$ cat src/rtl/core/bgu_pkg.sv
// Package: types, constants and helpers for the bicubic grid upsampler.
package bgu_pkg;

    localparam int GRID_SIZE = 256;
    localparam int SPACING   = 16;
    localparam int LAST_NODE = GRID_SIZE / SPACING;
    localparam int STORE_SIDE = 32;
    localparam int IDX_W     = 5;
    localparam int ADDR_W    = 2 * IDX_W;
    localparam int VAL_W     = 15;
    localparam int QRY_W     = 9;
    localparam int FRAC_W    = 17;
    localparam int ACC_W     = 40;
    localparam int HEIGHT_W  = 18;
    localparam logic [0:0] REQ_WRITE = 1'b0;
    localparam logic [0:0] REQ_QUERY = 1'b1;
    localparam logic signed [ACC_W-1:0] HEIGHT_MAX = 40'sd131071;
    localparam logic signed [ACC_W-1:0] HEIGHT_MIN = -40'sd131072;

    typedef struct packed {
        logic [0:0]       req_type;
        logic [IDX_W-1:0] node_x;
        logic [IDX_W-1:0] node_z;
        logic [VAL_W-1:0] node_value;
        logic [QRY_W-1:0] query_x;
        logic [QRY_W-1:0] query_z;
    } req_t;

    typedef struct packed {
        logic signed [HEIGHT_W-1:0] height;
        logic [0:0]                 saturated;
    } rsp_t;

    typedef enum logic [2:0] {
        ST_IDLE, ST_FETCH, ST_ROW, ST_COL, ST_OUT
    } state_t;

    typedef struct packed {
        logic                       start;
        logic [ACC_W-1:0]           v0, v1, v2, v3;
        logic [FRAC_W-1:0]          frac;
    } cub_req_t;

    typedef struct packed {
        logic                       done;
        logic signed [ACC_W-1:0]    res;
    } cub_rsp_t;

    function automatic logic [FRAC_W-1:0] frac_q16(input logic [QRY_W-1:0] q);
        logic [QRY_W-1:0] f;
        logic [31:0] t;
        begin
            f = q % QRY_W'(SPACING);
            t = (32'(f) * 32'd65536 + 32'(SPACING / 2)) / 32'(SPACING);
            return FRAC_W'(t);
        end
    endfunction

    function automatic logic [IDX_W-1:0] clamp_node(input logic signed [QRY_W+1:0] i);
        begin
            if (i < 0) return '0;
            if (i > (QRY_W+2)'(LAST_NODE)) return IDX_W'(LAST_NODE);
            return IDX_W'(i);
        end
    endfunction

endpackage

$ cat src/rtl/core/bgu_cubic.sv
// Sequential four-point cubic: Horner over three multiply-round steps.
module bgu_cubic (
    input  logic             aclk,
    input  logic             aresetn,
    input  bgu_pkg::cub_req_t req,
    output bgu_pkg::cub_rsp_t rsp
);
    import bgu_pkg::*;

    logic signed [ACC_W-1:0] b_reg, c_reg, d_reg, h_reg;
    logic signed [ACC_W-1:0] b_next, c_next, d_next, h_next;
    logic signed [FRAC_W:0]  f_reg;
    logic [2:0] step_reg, step_next;
    logic signed [ACC_W+FRAC_W:0] prod_reg;
    logic signed [ACC_W-1:0] rnd, va, vb, vc, vd, ab;
    logic done_reg;

    assign va = req.v0;
    assign vb = req.v1;
    assign vc = req.v2;
    assign vd = req.v3;
    assign ab = (vd - vc) - (va - vb);
    assign rnd = ACC_W'((prod_reg + 58'sd32768) >>> 16);

    always_comb begin
        step_next = step_reg;
        b_next = b_reg; c_next = c_reg; d_next = d_reg; h_next = h_reg;
        if (req.start) begin
            h_next = ab;
            b_next = (va - vb) - ab;
            c_next = vc - va;
            d_next = vb;
            step_next = 3'd1;
        end else begin
            case (step_reg)
                3'd1, 3'd3, 3'd5: step_next = step_reg + 3'd1;
                3'd2: begin h_next = rnd + b_reg; step_next = 3'd3; end
                3'd4: begin h_next = rnd + c_reg; step_next = 3'd5; end
                3'd6: begin h_next = rnd + d_reg; step_next = 3'd0; end
                default: step_next = 3'd0;
            endcase
        end
    end

    always_ff @(posedge aclk) begin
        if (!aresetn) begin
            step_reg <= 3'd0;
            done_reg <= 1'b0;
        end else begin
            step_reg <= step_next;
            done_reg <= (step_reg == 3'd6) && !req.start;
        end
        b_reg <= b_next; c_reg <= c_next; d_reg <= d_next; h_reg <= h_next;
        if (req.start) f_reg <= $signed({1'b0, req.frac});
        prod_reg <= h_reg * f_reg;
    end

    assign rsp.done = done_reg;
    assign rsp.res  = h_reg;
endmodule

$ cat config.mk
export PLATFORM = sky130hd
export DESIGN_NAME = bgu_cubic
export DESIGN_NICKNAME = d
export VERILOG_FILES = /design/src/rtl/core/bgu_pkg.sv /design/src/rtl/core/bgu_cubic.sv
export SDC_FILE = /design/constraint.sdc
export NUM_CORES = 2
export LEC_CHECK = 0
export BUFFER_PORTS_ARGS = -buffer_cell sky130_fd_sc_hd__buf_4
export CORE_UTILIZATION = 45
export CTS_CLUSTER_DIAMETER = 60
export DETAILED_ROUTE_END_ITERATION = 10
export PLACE_DENSITY = 0.62
export SYNTH_ARGS = -nofsm -noshare
export SYNTH_HDL_FRONTEND = slang
export SYNTH_SLANG_ARGS = --single-unit
export TNS_END_PERCENT = 1
$ cat constraint.sdc
create_clock -name aclk -period 24.7 [get_ports aclk]
set_input_delay 4.94 -clock aclk [delete_from_list [all_inputs] [get_ports aclk]]
set_output_delay 4.94 -clock aclk [all_outputs]
set_load 0.05 [all_outputs]
======== Yosys cells after proc, flatten, opt, wreduce, memory -nomap -nowiden ========
Cells that the tools add are included.
storage, ports and cells
  output and inout bits ................... 41
  bits in registers ....................... 237
operators by class
  reduce and logical (&&, ||, !) cells .... 5
  add/sub/neg operators ................... 10
  eq/ne operators ......................... 6
  bitwise gates (word level) .............. 1
  $mul .................................... 1
  muxes and demuxes ....................... 4
operators with widths
  kind                                                                   number
  40-bit subtractor                                                      5
  40-bit adder                                                           3
  40-bit case mux with 3 select lines                                    1
  56-bit by 17-bit adder with 56-bit output, second input constant       1
  40-bit by 18-bit multiplier with 56-bit output                         1
  40-bit 2-to-1 mux                                                      1
  3-bit equality test, second input constant                             3
  3-bit case mux with 3 select lines                                     1
  3-bit by 2-bit equality test with 1-bit output, second input constant  2
  4-bit nonzero test                                                     1
  3-bit by 1-bit adder with 3-bit output, second input constant          1
  3-bit by 1-bit equality test with 1-bit output, second input constant  1
  3-bit OR reduction                                                     1
  2-bit OR reduction                                                     1
  1-bit logical AND                                                      1
  1-bit zero test                                                        1
  1-bit 2-to-1 mux                                                       1
  1-bit NOT                                                              1

======== Longest topological paths before layout ========
  word-level depth ........................ 4
  mapped depth ............................ 39

======== Least setup slack after synthesis ========
Ideal clock, no wire load.
  path kind ............................... input -> register
  start ................................... in req[137] (netlist name)
  end ..................................... reg b_reg[37], data pin
  arrival time ............................ 11.042 ns
  path slack .............................. 13.389 ns
  buffers on the path ..................... 1
  stages .................................. 39
  cell sequence ........................... inv_1 > ha_1 > fa_1 > nor2b_4 > o31a_1 > o311ai_4 > nor2b_1 > o21ai_0 > nand3_1 > nand2_1 > xor2_1 > fa_1 > inv_1 > ha_1 > inv_1 > nor2_1 > o21a_1 > o311a_1 > (+3 left out) > o21a_1 > o31ai_1 > a21o_1 > a21oi_1 > o21bai_1 > xnor2_1 > ha_1 > clkbuf_1 > a21oi_1 > o21bai_1 > a21o_1 > a21oi_1 > nor2b_1 > o21ai_0 > nand2b_1 > a21oi_1 > o31ai_1 > xor2_1
on the way
  cells in the longest elaborated chain, start to end .. 3
ends and longest elaborated chain
  element                 line                              source
  start: declaration      bgu_cubic.sv:5                    input bgu_pkg::cub_req_t req,
  40-bit subtractor *     bgu_cubic.sv:22, bgu_cubic.sv:30
  40-bit subtractor       bgu_cubic.sv:22                   assign ab = (vd - vc) - (va - vb);
  40-bit subtractor *     bgu_cubic.sv:30                   b_next = (va - vb) - ab;
  end signal: assignment  bgu_cubic.sv:53                   b_reg <= b_next; c_reg <= c_next; d_reg <= d_next; h_reg <= h_next;
  end: declaration        bgu_cubic.sv:10                   logic signed [ACC_W-1:0] b_reg, c_reg, d_reg, h_reg;
Mark *: on every way between the ends. The rest lies on a longest branch, timed or not.
A chain may end at the register's enable or synchronous reset.

======== Final worst setup path ========
  start ................................... in req[97] (netlist name)
  end ..................................... reg b_reg[37], data pin
The elaborated chain is that of the path after synthesis.

==> metrics.md <==
| Metric | Value |
|---|---|
| Max reg flops | `41` |
| Row count | `between 100 and 150` |
| Total wire length | `102900 um` |
| Synth async-reset ratio | `0` |
| Critical Path Source | `req[97]` |
| Fmax | `84.97 MHz` |
| DRC | `0` |
| Worst Path Required | `~25000 ps` |
| Pre-antenna DRT Iters | `7` |
| Initial antenna violation count | `0` |
| FF-to-FF path depth | `24` |
| Most area-consuming cells after synthesis | `fa_1 (33%), edfxtp_1 (13%), ha_1 (10%)` |
| HP Class | `register to register` |
| R2R setup slack | `around 17000 ps` |
| Vias in the first global route | `about 31000` |
| CP max stage delay | `460 ps` |
| Total die area | `91570 um2` |
| Hold_buf cts | `0` |
| Slowest cell on crit path | `fa_1` |
| CTS Buf Count | `37` |
| Routed via count | `30310` |
| HPWL after DPL | `81910 um` |
| Die X-Extent | `302.6 um` |
| Register area share after synthesis | `0.1529` |
| Most common cell on crit path | `a21oi_1` |
| Clk sink count | `222` |
| IO Count | `221` |
| FF/Latch Area | `around 6200 um2` |
| Synth top cells by count | `inv_1 (910), fa_1 (666), nand2_1 (561)` |
| Area delta synth->final | `10.22%` |
| Critical path class | `primary input to register` |
| Yosys top cell by area | `fa_1` |
| Congestion Overflow GR | `0` |
| Status | `completed` |
| Routability cong. | `0.9077` |
| First DRT Iteration DRCs | `approximately 1700` |
| Skew-Pair Late Insertion Delay | `~590 ps` |
| Largest net degree at the start of global routing | `81` |
| Relative slew slack | `0.2497` |
| First-pass GRT wire length | `around 170000 um` |
| Routed vias/inst | `5.191` |
| Worst Hold Path Cells | `2` |
| Syn Nets | `5656` |
| Antenna cells | `0` |
| Ys Warns | `0` |
| Reg2reg end | `prod_reg[53]` |
| CTS tree | `done` |
| Routed wire length per instance | `17.62 um` |
| Worst-path fanout max | `7` |
| Top cell family by delay on the critical path | `compound AO/OA/AOI/OAI gates` |
| Worst slew pin tran | `1097 ps` |
| Total setup buffers inserted after CTS | `0` |
| Final setup viols | `0` |
| Setup crit start kind | `primary input` |
| CP arrival | `12080 ps` |
| Clk slew on worst S/H paths | `60 ps` |
| Core Footprint | `88920 um2` |
| Global Route Usage Sum | `0.2321` |
| Worst hold start | `step_reg[2]` |
| Final-layout fill cell count | `8380` |
| Seq cells post-synth | `222` |
| Worst r2r src | `h_reg[2]` |
| IO Port Bufs | `220` |
| Hold Violations, Final | `0` |
| Cts repair resizes | `0` |
| Most frequent cell after synthesis | `inv_1` |
| Multi-input gate area | `30530 um2` |
| CTS max path bufs | `3` |
| H-Tree Depth | `2` |
| Mapped Area | `40660 um2` |
| Post-synth EDFFs | `177` |
| Buf/Inv on CP | `4` |
| Nets | `slightly below 6000` |
| Max_cap viols | `0` |
| Unrepaired setup endpoints after global routing | `false` |
| ANT nets after route | `0` |
| Crit. End Element | `register` |
| Clock root buffer | `clkbuf_16` |
| Minimum clock period | `11770 ps` |
| Max-slew violations | `0` |
| Synth Instances | `~4500` |
| Final worst path period share | `0.4765` |
| Synth top area share | `0.3279` |
| Worst Skew | `roughly 29 ps` |
| Avg Inst Size Synth | `just over 9 um2` |
| Initial Util | `0.4573` |
| Layout cell share with drive strength beyond 1 | `0.07724` |
| Height of the die | `approximately 300 um` |
| Setup TNS | `0 ps` |
| Synth cell types | `82` |
| Hold Crit Endpoint | `done_reg` |
| Post-synth top flop | `edfxtp_1` |
worst max path at each step:
stage / to / slack [ps] / cells past startpoint
after floorplan: b_reg[37] / 13390 / 39
after global placement: b_reg[37] / 12520 / 38
after detailed placement: b_reg[37] / 12410 / 38
after CTS: b_reg[37] / 13000 / 38
after global routing: b_reg[37] / 12440 / 38
final: b_reg[37] / 12930 / 38
final cells by class:
class	instances	area share
Clock buffer	48	0.02272
Tap cell	1165	0.03252
Timing Repair Buffer	258	0.04338
Multi-Input combinational cell	3216	0.6811
Inverter	910	0.07621
Clock inverter	20	0.005332
Sequential cell	222	0.1387
metal layers:
metal  part of all wire  wire, um  track usage  vias to the layer above
met5                  0         0            0                        -
met4              0.022      2295      0.05839                        0
met3              0.057      5913      0.02714                      118
met2               0.46     46980       0.3710                      800
met1               0.46     47670       0.3353                    14990
li1                   -         -            -                    14400
worst register-to-register path: cells and delay by family, from the launching register on:
family / cells / cell delay [ps]
XOR/XNOR: 1 / 160
AO/OA/AOI/OAI: 10 / 3370
buffers and inverters: 3 / 150
AND/OR/NAND/NOR: 3 / 540
adder cells (fa/ha/maj): 7 / 2910
flip-flops: 1 / 870
cell families after synthesis:
family,count (synthesis),synth area share
xor+xnor,269,0.05794
simple gates,1246,0.1463
flops,222,0.1529
mux,61,0.01505
fa+ha+maj,993,0.4284
compound gates,647,0.1028
buf+inv,1047,0.09674
stage by stage:
stage	utilization	setup WS [ps]	instances	hold slack, ps	cell area, um2
final	0.5041	12930	5839	568.2	44820
after global placement	0.4899	12520	5771	562.7	43560
after global routing	0.5041	12440	5839	611.8	44820
after floorplan	-	13390	4485	538.0	40660
after detailed placement	0.4899	12410	5771	566.6	43560
after CTS	0.5041	13000	5839	584.5	44820
cells in the final DEF, fill, tap and decap left out, types with 41 or more instances in the layout:
cell / n
inv_1: 910
fa_1: 666
nand2_1: 561
ha_1: 325
and2_1: 284
buf_4: 257
a21oi_1: 210
edfxtp_1: 177
xnor2_1: 174
nor2_1: 166
o21ai_0: 130
xor2_1: 95
a21o_1: 88
mux2i_1: 60
dfxtp_1: 44
o21a_1: 41
Power is left out: the tool's default activity adds up to more than one toggle a clock period on the data nets, which glitch-free logic cannot reach.
